### src/rtl/yuvrgba_pkg.sv
`timescale 1ns / 1ps

package yuvrgba_pkg;

  localparam int ProdW    = 22;
  localparam int FixBits  = 10;
  localparam int SumW     = 26;
  localparam int DivSteps = 8;
  localparam int CfgW     = 24;

  localparam int StgProd   = 0;
  localparam int StgRgb    = 1;
  localparam int StgSq     = 2;
  localparam int StgWt     = 3;
  localparam int StgSum    = 4;
  localparam int DivBase   = 5;
  localparam int StgFall   = DivBase + DivSteps;
  localparam int StgPack   = StgFall + 1;
  localparam int NumStages = StgPack + 1;

  localparam logic signed [ProdW-1:0] CoefY  = 22'sd1192;
  localparam logic signed [ProdW-1:0] CoefRv = 22'sd1634;
  localparam logic signed [ProdW-1:0] CoefGu = 22'sd400;
  localparam logic signed [ProdW-1:0] CoefGv = 22'sd833;
  localparam logic signed [ProdW-1:0] CoefBu = 22'sd2066;
  localparam logic signed [ProdW-1:0] FixHalf = 22'sd512;

  typedef enum logic [1:0] {
    AlphaPass   = 2'd0,
    AlphaFill   = 2'd1,
    AlphaThresh = 2'd2,
    AlphaKey    = 2'd3
  } alpha_mode_e;

  typedef enum logic [2:0] {
    RegByteOrder = 3'd0,
    RegAlphaMode = 3'd1,
    RegLowThr    = 3'd2,
    RegHighThr   = 3'd3,
    RegGain      = 3'd4,
    RegKeyColor  = 3'd5,
    RegKeyWeight = 3'd6,
    RegWeightDiv = 3'd7
  } reg_idx_e;

  typedef struct packed {
    logic        byte_order;
    alpha_mode_e alpha_mode;
    logic [7:0]  low_thr;
    logic [7:0]  high_thr;
    logic [15:0] gain;
    logic [23:0] key_color;
    logic [23:0] key_weights;
    logic [15:0] divisor;
  } cfg_t;

  typedef struct packed {
    logic [7:0] luma_top_left;
    logic [7:0] luma_top_right;
    logic [7:0] luma_bottom_left;
    logic [7:0] luma_bottom_right;
    logic [7:0] chroma_blue;
    logic [7:0] chroma_red;
    logic [7:0] alpha_top_left;
    logic [7:0] alpha_top_right;
    logic [7:0] alpha_bottom_left;
    logic [7:0] alpha_bottom_right;
  } yuv_in_t;

  typedef struct packed {
    logic [31:0] pixel_top_left;
    logic [31:0] pixel_top_right;
    logic [31:0] pixel_bottom_left;
    logic [31:0] pixel_bottom_right;
  } rgba_out_t;

  typedef struct packed {
    logic [7:0] r;
    logic [7:0] g;
    logic [7:0] b;
    logic [7:0] a;
  } side_t;

  function automatic logic [7:0] to_byte(input logic signed [ProdW-1:0] t);
    logic [7:0] res;
    if (t[ProdW-1]) begin
      res = 8'h00;
    end else if (|t[ProdW-1:FixBits+8]) begin
      res = 8'hFF;
    end else begin
      res = t[FixBits+7:FixBits];
    end
    return res;
  endfunction

  function automatic logic [7:0] abs_diff(input logic [7:0] x, input logic [7:0] y);
    return (x > y) ? (x - y) : (y - x);
  endfunction

endpackage

### src/rtl/yuvrgba_lane.sv
`timescale 1ns / 1ps

module yuvrgba_lane import yuvrgba_pkg::*; (
  input  logic                 clk_i,
  input  logic [NumStages-1:0] en_i,
  input  cfg_t                 cfg_i,
  input  logic [7:0]           luma_i,
  input  logic [7:0]           cb_i,
  input  logic [7:0]           cr_i,
  input  logic [7:0]           alpha_i,
  output logic [31:0]          pixel_o
);

  // products
  logic signed [8:0]       c_s, d_s, e_s;
  logic signed [ProdW-1:0] cy_q, rv_q, gu_q, gv_q, bu_q;
  logic [7:0]              a0_q;

  assign c_s = $signed({1'b0, luma_i}) - 9'sd16;
  assign d_s = $signed({1'b0, cb_i}) - 9'sd128;
  assign e_s = $signed({1'b0, cr_i}) - 9'sd128;

  always_ff @(posedge clk_i) begin
    if (en_i[StgProd]) begin
      cy_q <= ProdW'(c_s) * CoefY;
      rv_q <= ProdW'(e_s) * CoefRv;
      gu_q <= ProdW'(d_s) * CoefGu;
      gv_q <= ProdW'(e_s) * CoefGv;
      bu_q <= ProdW'(d_s) * CoefBu;
      a0_q <= alpha_i;
    end
  end

  // rgb bytes and side chain
  side_t side_q [StgFall:StgRgb];
  logic signed [ProdW-1:0] tr, tg, tb;

  assign tr = cy_q + rv_q + FixHalf;
  assign tg = cy_q - gu_q - gv_q + FixHalf;
  assign tb = cy_q + bu_q + FixHalf;

  always_ff @(posedge clk_i) begin
    if (en_i[StgRgb]) begin
      side_q[StgRgb] <= '{r: to_byte(tr), g: to_byte(tg), b: to_byte(tb), a: a0_q};
    end
  end

  for (genvar k = StgRgb + 1; k <= StgFall; k++) begin : g_side
    always_ff @(posedge clk_i) begin
      if (en_i[k]) begin
        side_q[k] <= side_q[k-1];
      end
    end
  end

  // squared distances
  logic [7:0]  dr, dg, db;
  logic [15:0] sqr_q, sqg_q, sqb_q;

  assign dr = abs_diff(side_q[StgRgb].r, cfg_i.key_color[7:0]);
  assign dg = abs_diff(side_q[StgRgb].g, cfg_i.key_color[15:8]);
  assign db = abs_diff(side_q[StgRgb].b, cfg_i.key_color[23:16]);

  always_ff @(posedge clk_i) begin
    if (en_i[StgSq]) begin
      sqr_q <= 16'(dr) * 16'(dr);
      sqg_q <= 16'(dg) * 16'(dg);
      sqb_q <= 16'(db) * 16'(db);
    end
  end

  // weighted
  logic [23:0] wr_q, wg_q, wb_q;

  always_ff @(posedge clk_i) begin
    if (en_i[StgWt]) begin
      wr_q <= 24'(sqr_q) * 24'(cfg_i.key_weights[7:0]);
      wg_q <= 24'(sqg_q) * 24'(cfg_i.key_weights[15:8]);
      wb_q <= 24'(sqb_q) * 24'(cfg_i.key_weights[23:16]);
    end
  end

  // sum and saturation test
  logic [SumW-1:0] sum_d, sum_q;
  logic            sat_q;

  assign sum_d = SumW'(wr_q) + SumW'(wg_q) + SumW'(wb_q);

  always_ff @(posedge clk_i) begin
    if (en_i[StgSum]) begin
      sum_q <= sum_d;
      sat_q <= (sum_d >= SumW'({cfg_i.divisor, 8'h00}));
    end
  end

  // restoring division, one quotient bit per stage
  logic [SumW-1:0] rem_q  [DivSteps-1];
  logic [7:0]      quo_q  [DivSteps];
  logic            dsat_q [DivSteps];

  for (genvar i = 0; i < DivSteps; i++) begin : g_div
    logic [SumW-1:0] rem_in, dsh;
    logic [7:0]      quo_in;
    logic            sat_in, ge;

    if (i == 0) begin : g_first
      assign rem_in = sum_q;
      assign quo_in = 8'h00;
      assign sat_in = sat_q;
    end else begin : g_next
      assign rem_in = rem_q[i-1];
      assign quo_in = quo_q[i-1];
      assign sat_in = dsat_q[i-1];
    end

    assign dsh = SumW'(cfg_i.divisor) << (DivSteps - 1 - i);
    assign ge  = (rem_in >= dsh);

    always_ff @(posedge clk_i) begin
      if (en_i[DivBase+i]) begin
        quo_q[i]  <= ge ? (quo_in | (8'h01 << (DivSteps - 1 - i))) : quo_in;
        dsat_q[i] <= sat_in;
      end
    end

    if (i < DivSteps - 1) begin : g_rem
      always_ff @(posedge clk_i) begin
        if (en_i[DivBase+i]) begin
          rem_q[i] <= ge ? (rem_in - dsh) : rem_in;
        end
      end
    end
  end

  // falloff product
  logic [7:0]  key_dist, asel;
  logic [23:0] prod_q;
  logic        le_q, ge_q;

  assign key_dist = dsat_q[DivSteps-1] ? 8'hFF : quo_q[DivSteps-1];
  assign asel = (cfg_i.alpha_mode == AlphaKey) ? key_dist : side_q[StgFall-1].a;

  always_ff @(posedge clk_i) begin
    if (en_i[StgFall]) begin
      prod_q <= 24'(asel) * 24'(cfg_i.gain);
      le_q   <= (asel <= cfg_i.low_thr);
      ge_q   <= (asel >= cfg_i.high_thr);
    end
  end

  // final alpha and packing
  logic [7:0]  fo, al;
  logic [31:0] pixel_q;

  always_comb begin
    priority if (le_q) begin
      fo = 8'h00;
    end else if (ge_q) begin
      fo = 8'hFF;
    end else if (|prod_q[23:16]) begin
      fo = 8'hFF;
    end else begin
      fo = prod_q[15:8];
    end

    unique case (cfg_i.alpha_mode)
      AlphaPass:   al = side_q[StgFall].a;
      AlphaFill:   al = 8'hFF;
      AlphaThresh: al = fo;
      AlphaKey:    al = fo;
      default:     al = fo;
    endcase
  end

  always_ff @(posedge clk_i) begin
    if (en_i[StgPack]) begin
      pixel_q <= cfg_i.byte_order
          ? {al, side_q[StgFall].r, side_q[StgFall].g, side_q[StgFall].b}
          : {al, side_q[StgFall].b, side_q[StgFall].g, side_q[StgFall].r};
    end
  end

  assign pixel_o = pixel_q;

endmodule

### config.mk
export PLATFORM = sky130hd
export DESIGN_NAME = yuvrgba_lane
export DESIGN_NICKNAME = d
export VERILOG_FILES = /design/src/rtl/yuvrgba_pkg.sv /design/src/rtl/yuvrgba_lane.sv
export SDC_FILE = /design/constraint.sdc
export NUM_CORES = 2
export LEC_CHECK = 0
export ABC_AREA = 0
export BUFFER_PORTS_ARGS = -buffer_cell sky130_fd_sc_hd__clkbuf_2
export CORE_AREA = 3 3 443 445
export DETAILED_ROUTE_END_ITERATION = 8
export DIE_AREA = 0 0 446 448
export PLACE_DENSITY_LB_ADDON = 0.3
export SYNTH_ARGS = -nofsm -noshare
export SYNTH_HDL_FRONTEND = slang
export SYNTH_SLANG_ARGS = --single-unit
export TNS_END_PERCENT = 20
### constraint.sdc
create_clock -name clk_i -period 9.4 [get_ports clk_i]
set_input_delay 0.47 -clock clk_i [delete_from_list [all_inputs] [get_ports clk_i]]
set_output_delay 0.47 -clock clk_i [all_outputs]
set_load 0.01 [all_outputs]
* Word level (Yosys, flattened, before mapping)
Memory sizes are Yosys's and may differ from the RTL's.
Index checks and enable logic that the tools add are counted.
** Cells by class
- Multipliers :: 12
- $lt $le $gt $ge :: 14
- Multiplexer cells :: 60
- Reductions and logical operators :: 6
- Eq/ne operators :: 3
- Add/sub/neg operators :: 25
** Operators with widths (number)
- two-way mux 26 bit :: 7
- two-way mux 8 bit :: 18
- multiplier 16 x 8 -> 24 bit :: 3
- adder 22 x 11 -> 22 bit (second input constant) :: 3
- multiplier 8 x 8 -> 16 bit :: 3
- subtractor 8 bit :: 6
- adder 22 bit :: 2
- subtractor 22 bit :: 2
- multiplier 9 x 11 -> 20 bit (second input constant) :: 2
- two-way mux 1 bit :: 27
- adder 25 x 24 -> 26 bit :: 1
- greater-or-equal comparator 26 x 16 -> 1 bit :: 1
- greater-or-equal comparator 26 x 17 -> 1 bit :: 1
- greater-or-equal comparator 26 x 18 -> 1 bit :: 1
- greater-or-equal comparator 26 x 19 -> 1 bit :: 1
- greater-or-equal comparator 26 x 20 -> 1 bit :: 1
- greater-or-equal comparator 26 x 21 -> 1 bit :: 1
- greater-or-equal comparator 26 x 22 -> 1 bit :: 1
- greater-or-equal comparator 26 x 23 -> 1 bit :: 1
- greater-or-equal comparator 26 x 24 -> 1 bit :: 1
- subtractor 26 x 17 -> 26 bit :: 1
- subtractor 26 x 18 -> 26 bit :: 1
- subtractor 26 x 19 -> 26 bit :: 1
- subtractor 26 x 20 -> 26 bit :: 1
- other kinds (27) :: 33
** Word-level totals
- Output and inout port bits :: 32
- Logic and storage cells :: 142
- Input bits :: 147
- Register bits after elaboration :: 314
- Memories :: 4
- RAM bits :: 670
** Memory list
- side_q :: depth 13, bits a word 32, rd ports 13, clocked after memory_dff 0, write ports 13, RTL line yuvrgba_lane.sv:35 : side_t side_q [StgFall:StgRgb];
- rem_q :: depth 7, bits a word 26, rd ports 7, clocked after memory_dff 0, write ports 7, RTL line yuvrgba_lane.sv:97 : logic [SumW-1:0] rem_q [DivSteps-1];
- quo_q :: depth 8, bits a word 8, rd ports 8, clocked after memory_dff 0, write ports 8, RTL line yuvrgba_lane.sv:98 : logic [7:0] quo_q [DivSteps];
- dsat_q :: depth 8, bits a word 1, rd ports 8, clocked after memory_dff 0, write ports 8, RTL line yuvrgba_lane.sv:99 : logic dsat_q [DivSteps];

* Longest topological paths before layout
- Depth in word-level cells :: 7
- Depth in mapped cells :: 32

* Worst setup path after synthesis
OpenSTA, ideal clock, no wires.
- Kind :: in2reg
- Start point :: in cfg_i[47] (netlist bit)
- End point :: reg sqr_q[15], data pin
- Path slack :: 2.774 ns
- Data arrival time :: 6.368 ns
- Stages on the path :: 24
- Path through :: inv_1 ha_1 nand4_1 or4_4 o31ai_4 mux2_2 a21boi_0 o21bai_1 xnor2_1 or2_1 inv_1 fa_1 fa_1 inv_1 fa_1 fa_1 inv_1 ha_1 a21oi_1 o21bai_1 a21oi_1 o21ai_0 o41a_1 xor2_1
** Between the ends
- Word-level cells in the longest chain between the ends :: 3
- Elaborated cells on any way between the ends :: 5
- Classes of those cells :: 2 x add/sub; 1 x mul; 1 x order compare; 1 x mux
** Ends and longest elaborated chain
- from (decl) :: RTL line yuvrgba_lane.sv:6 : input cfg_t cfg_i,
- subtractor 8 bit / > comparator 8 bit (equally long branches) :: RTL line yuvrgba_pkg.sv:97 : return (x > y) ? (x - y) : (y - x);
- two-way mux 8 bit * :: RTL line yuvrgba_pkg.sv:97
- multiplier 8 x 8 -> 16 bit * :: RTL line yuvrgba_lane.sv:66 : sqr_q <= 16'(dr) * 16'(dr);
- to (signal assigned) :: RTL line yuvrgba_lane.sv:66
- to (decl) :: RTL line yuvrgba_lane.sv:58 : logic [15:0] sqr_q, sqg_q, sqb_q;
Mark *: on every way between the ends. The rest lies on a longest branch, timed or not.
A chain may end at the register's enable or synchronous reset.

==> impl_metrics.csv <==
group,metric,value,unit
sta,worst_pin_slew,1250,ps
synthesis,yosys.area_share.simple,0.103,
routing,antenna_left,0,
clocking,clkLatencyLatePin,730,ps
placed_design,place.gp.congestion,0.879,
routing,drt_iter0_markers,2207,
synthesis,synth_cell_types,90,
clocking,post_cts_buffers,0,
sta,final_max_slew_viol_count,0,
die,rows,161,
synthesis,async_reset_ff_frac,0,
grt,antenna_found_initial,13,
clocking,clock_sinks,930,
die,die-area,0.200,mm²
placed_design,dpl.hpwl,114000,µm
synthesis,synth_area_leaders,"edfxtp_1 41%, ha_1 15%, fa_1 15%",
synthesis,synth_adder_area_share,0.296,
sta,fin_skew,49.3,ps
critical_path,path_max_fanout,13,
synthesis,synthXorXnorAreaFrac,0.0477,
placed_design,placed_cells,8444,
grt,grt-ovfl-total,0,
grt,grt_pass1_wl,232000,µm
job,cap_violations,0,
finish,layout.nets,7482,
clocking,htreeDepth,3,
grt,grt_use_total,0.146,
routing,wire_per_inst,16.7,µm
synthesis,syn_area_per_cell,11.6,µm²
synthesis,syn_inst,5780,
sta,period_share,0.782,
sta,setup_tns,0,ps
placed_design,portBuffers,178,
synthesis,synth_top_area_frac,0.415,
die,die_y,448,µm
synthesis,ys.flop_type,"edfxtp_1",
die,start_util,0.350,
critical_path,path_class,"flip-flop to flip-flop",
finish,fin_area,0.0750,mm²
clocking,path_clk_slew,60,ps
critical_path,critPathLaunchType,"flip-flop",
die,design.core.area,0.193,mm²
sta,rsz0062_at_grt,"no",
placed_design,dpl-instance-area,0.0713,mm²
synthesis,synth_seq_cells,930,
critical_path,worstPathArrival,7800,ps
clocking,cts_buffer_depth,3,
synthesis,synth_mux_area_frac,0.0114,
routing,dr.pass1.iters,5,
synthesis,synth_compound_area_frac,0.0799,
die,die_w,446,µm
synthesis,synth_edf_count,930,
clocking,root_buffer,"clkbuf_16",
grt,grt_pass1_vias,43100,
synthesis,synthTopCellsByCount,"930 x edfxtp_1, 806 x ha_1, 763 x inv_1, 490 x fa_1, 423 x nand2_1",
finish,drive_above_1_share,0.0777,
synthesis,synth-seq-area-share,0.415,
critical_path,endpoint_kind,"flip-flop",
clocking,cts_made_buffers,104,
sta,maxSlewHeadroom,0.166,
finish,fillerInstances,18500,
die,ios,179,
sta,hold_viol_final,0,
routing,totalWireLength,145000,µm
sta,setup_slack,2050,ps
sta,finalSetupViolations,0,
sta,post-route-min-period,7350,ps
sta,max_freq,136,MHz
clocking,cts_tree,"built",
routing,drc_errors,0,
finish,syn_to_final_growth,11.5,%
finish,instances_no_fill,8659,
routing,via_per_inst,4.83,
synthesis,yosysMostFrequentCell,"edfxtp_1",
routing,via_count,41800,
synthesis,syn_area,0.0673,mm²
placed_design,place_ws,1940,ps
status,run_status,"finished, final reports clean",
worst_hold_path,hold_class,"primary input to flip-flop",
synthesis,yosysWarnings,0,
synthesis,synth_top_family_by_area,"adder cells",
synthesis,synth_top_area_cell,"edfxtp_1",
critical_path,required,9850,ps
grt,grt_max_degree,67,
sequential cells by signal (all words and copies together), names as in the netlist:
name          cells
g_div.sat_in      1
sqb_q            15
wg_q             24
bu_q             21
gu_q             11
rem_q           182
ge_q              1
cy_q             18
g_div.rem_in     26
a0_q              8
rv_q             16
quo_q            36
sqg_q            15
dsat_q            8
wb_q             24
pixel_o          32
le_q              1
sqr_q            15
wr_q             24
gv_q             20
side_q          416
prod_q           16
cells in the final DEF (no fill, tap or decap), drive strengths merged, types with 19 or more instances in the layout:
| cell | Yosys | routed |
|---|---|---|
| a21o | 87 | 87 |
| or2 | 26 | 26 |
| and3 | 22 | 22 |
| or3 | 25 | 25 |
| nand4 | 31 | 31 |
| nand2 | 424 | 424 |
| a31oi | 32 | 32 |
| and2 | 237 | 237 |
| clkbuf | 61 | 289 |
| buf | 14 | 42 |
| fa | 490 | 490 |
| o21ai | 145 | 145 |
| nand3 | 53 | 53 |
| inv | 763 | 767 |
| a21boi | 19 | 19 |
| nor3 | 78 | 78 |
| ha | 806 | 806 |
| clkinv | 0 | 53 |
| o21bai | 55 | 55 |
| a211oi | 19 | 19 |
| nor2 | 358 | 358 |
| xnor2 | 248 | 248 |
| edfxtp | 930 | 930 |
| nor4 | 22 | 22 |
| o21a | 63 | 63 |
| nand2b | 55 | 55 |
| a21oi | 314 | 314 |
| mux2 | 55 | 55 |
| nor2b | 52 | 52 |
| xor2 | 118 | 118 |
worst paths after layout:
| path | start | to | slack, ps | cells after the start |
|---|---|---|---|---|
| worst min register to register | side_q[0][138]$_DFFE_PP_ | side_q[0][170]$_DFFE_PP_ | 380 | 0 |
| worst max register to register | side_q[0][53]$_SDFFCE_PP0P_ | sqg_q[14]$_DFFE_PP_ | 2050 | 24 |
| worst max-delay path | side_q[0][53]$_SDFFCE_PP0P_ | sqg_q[14]$_DFFE_PP_ | 2050 | 24 |
| worst min-delay path | cr_i[0] | gv_q[0]$_DFFE_PP_ | 100 | 1 |
layer usage:
| metal | share of wire | wire (µm) | GRT usage |
|---|---|---|---|
| met1 | 0.44 | 64100 | 0.186 |
| met2 | 0.50 | 72900 | 0.262 |
| met3 | 0.032 | 4570 | 0.0211 |
| met4 | 0.022 | 3190 | 0.0340 |
| met5 | 0.00019 | 27 | 0 |
critical path, stage by stage (launching register included):
cell,delay (ps)
edfxtp_1,410
ha_1,400
a21o_1,190
a21oi_1,140
nor2b_1,70
o32ai_2,770
mux2i_1,350
o221ai_1,160
a21oi_1,220
xor2_1,640
nor2_1,220
fa_1,490
fa_1,510
inv_1,50
fa_1,450
fa_1,490
inv_1,40
ha_1,310
inv_1,70
o21bai_1,70
a21oi_1,220
o21ai_0,160
or4_1,410
o311ai_0,120
xnor2_1,110
cells by family (layout without fill, tap and decap cells):
logic type | count (synthesis) | count (layout)
and+or+nand+nor | 1434 | 1434
adders and majority gates | 1296 | 1296
DFF | 930 | 930
AOI/OAI and AO/OA | 845 | 845
buffers and inverters | 838 | 1184
xor gates and xnor gates | 366 | 366
muxes | 69 | 69
other | 2 | 9
through the flow:
step | hold slack (ps) | utilization
6_report | 104 | 0.390
5_1_grt | 34.7 | 0.390
4_1_cts | 23.0 | 0.390
3_5_place_dp | 405 | 0.370
3_3_place_gp | 401 | 0.370
2_1_floorplan | 400 | -
cell type report:
cell class / count / area, µm² / share of cell area
well taps: 2526 / 3160 / 0.0421
multi-input cells: 4016 / 36300 / 0.483
clock buffers: 122 / 2670 / 0.0356
flip-flops and latches: 930 / 27900 / 0.372
inverters: 763 / 2860 / 0.0382
repair buffers: 224 / 1280 / 0.0171
diodes: 3 / 7.51 / 0.000100
clock inverters: 75 / 872 / 0.0116
repair_timing:
item                      CTS  global route
hold buffers               15             0
gates resized for setup     0             0
hold endpoints to repair   22             0
Power is not shown: default switching activity piles up to over one toggle a cycle in this logic, so the estimate is an artifact.
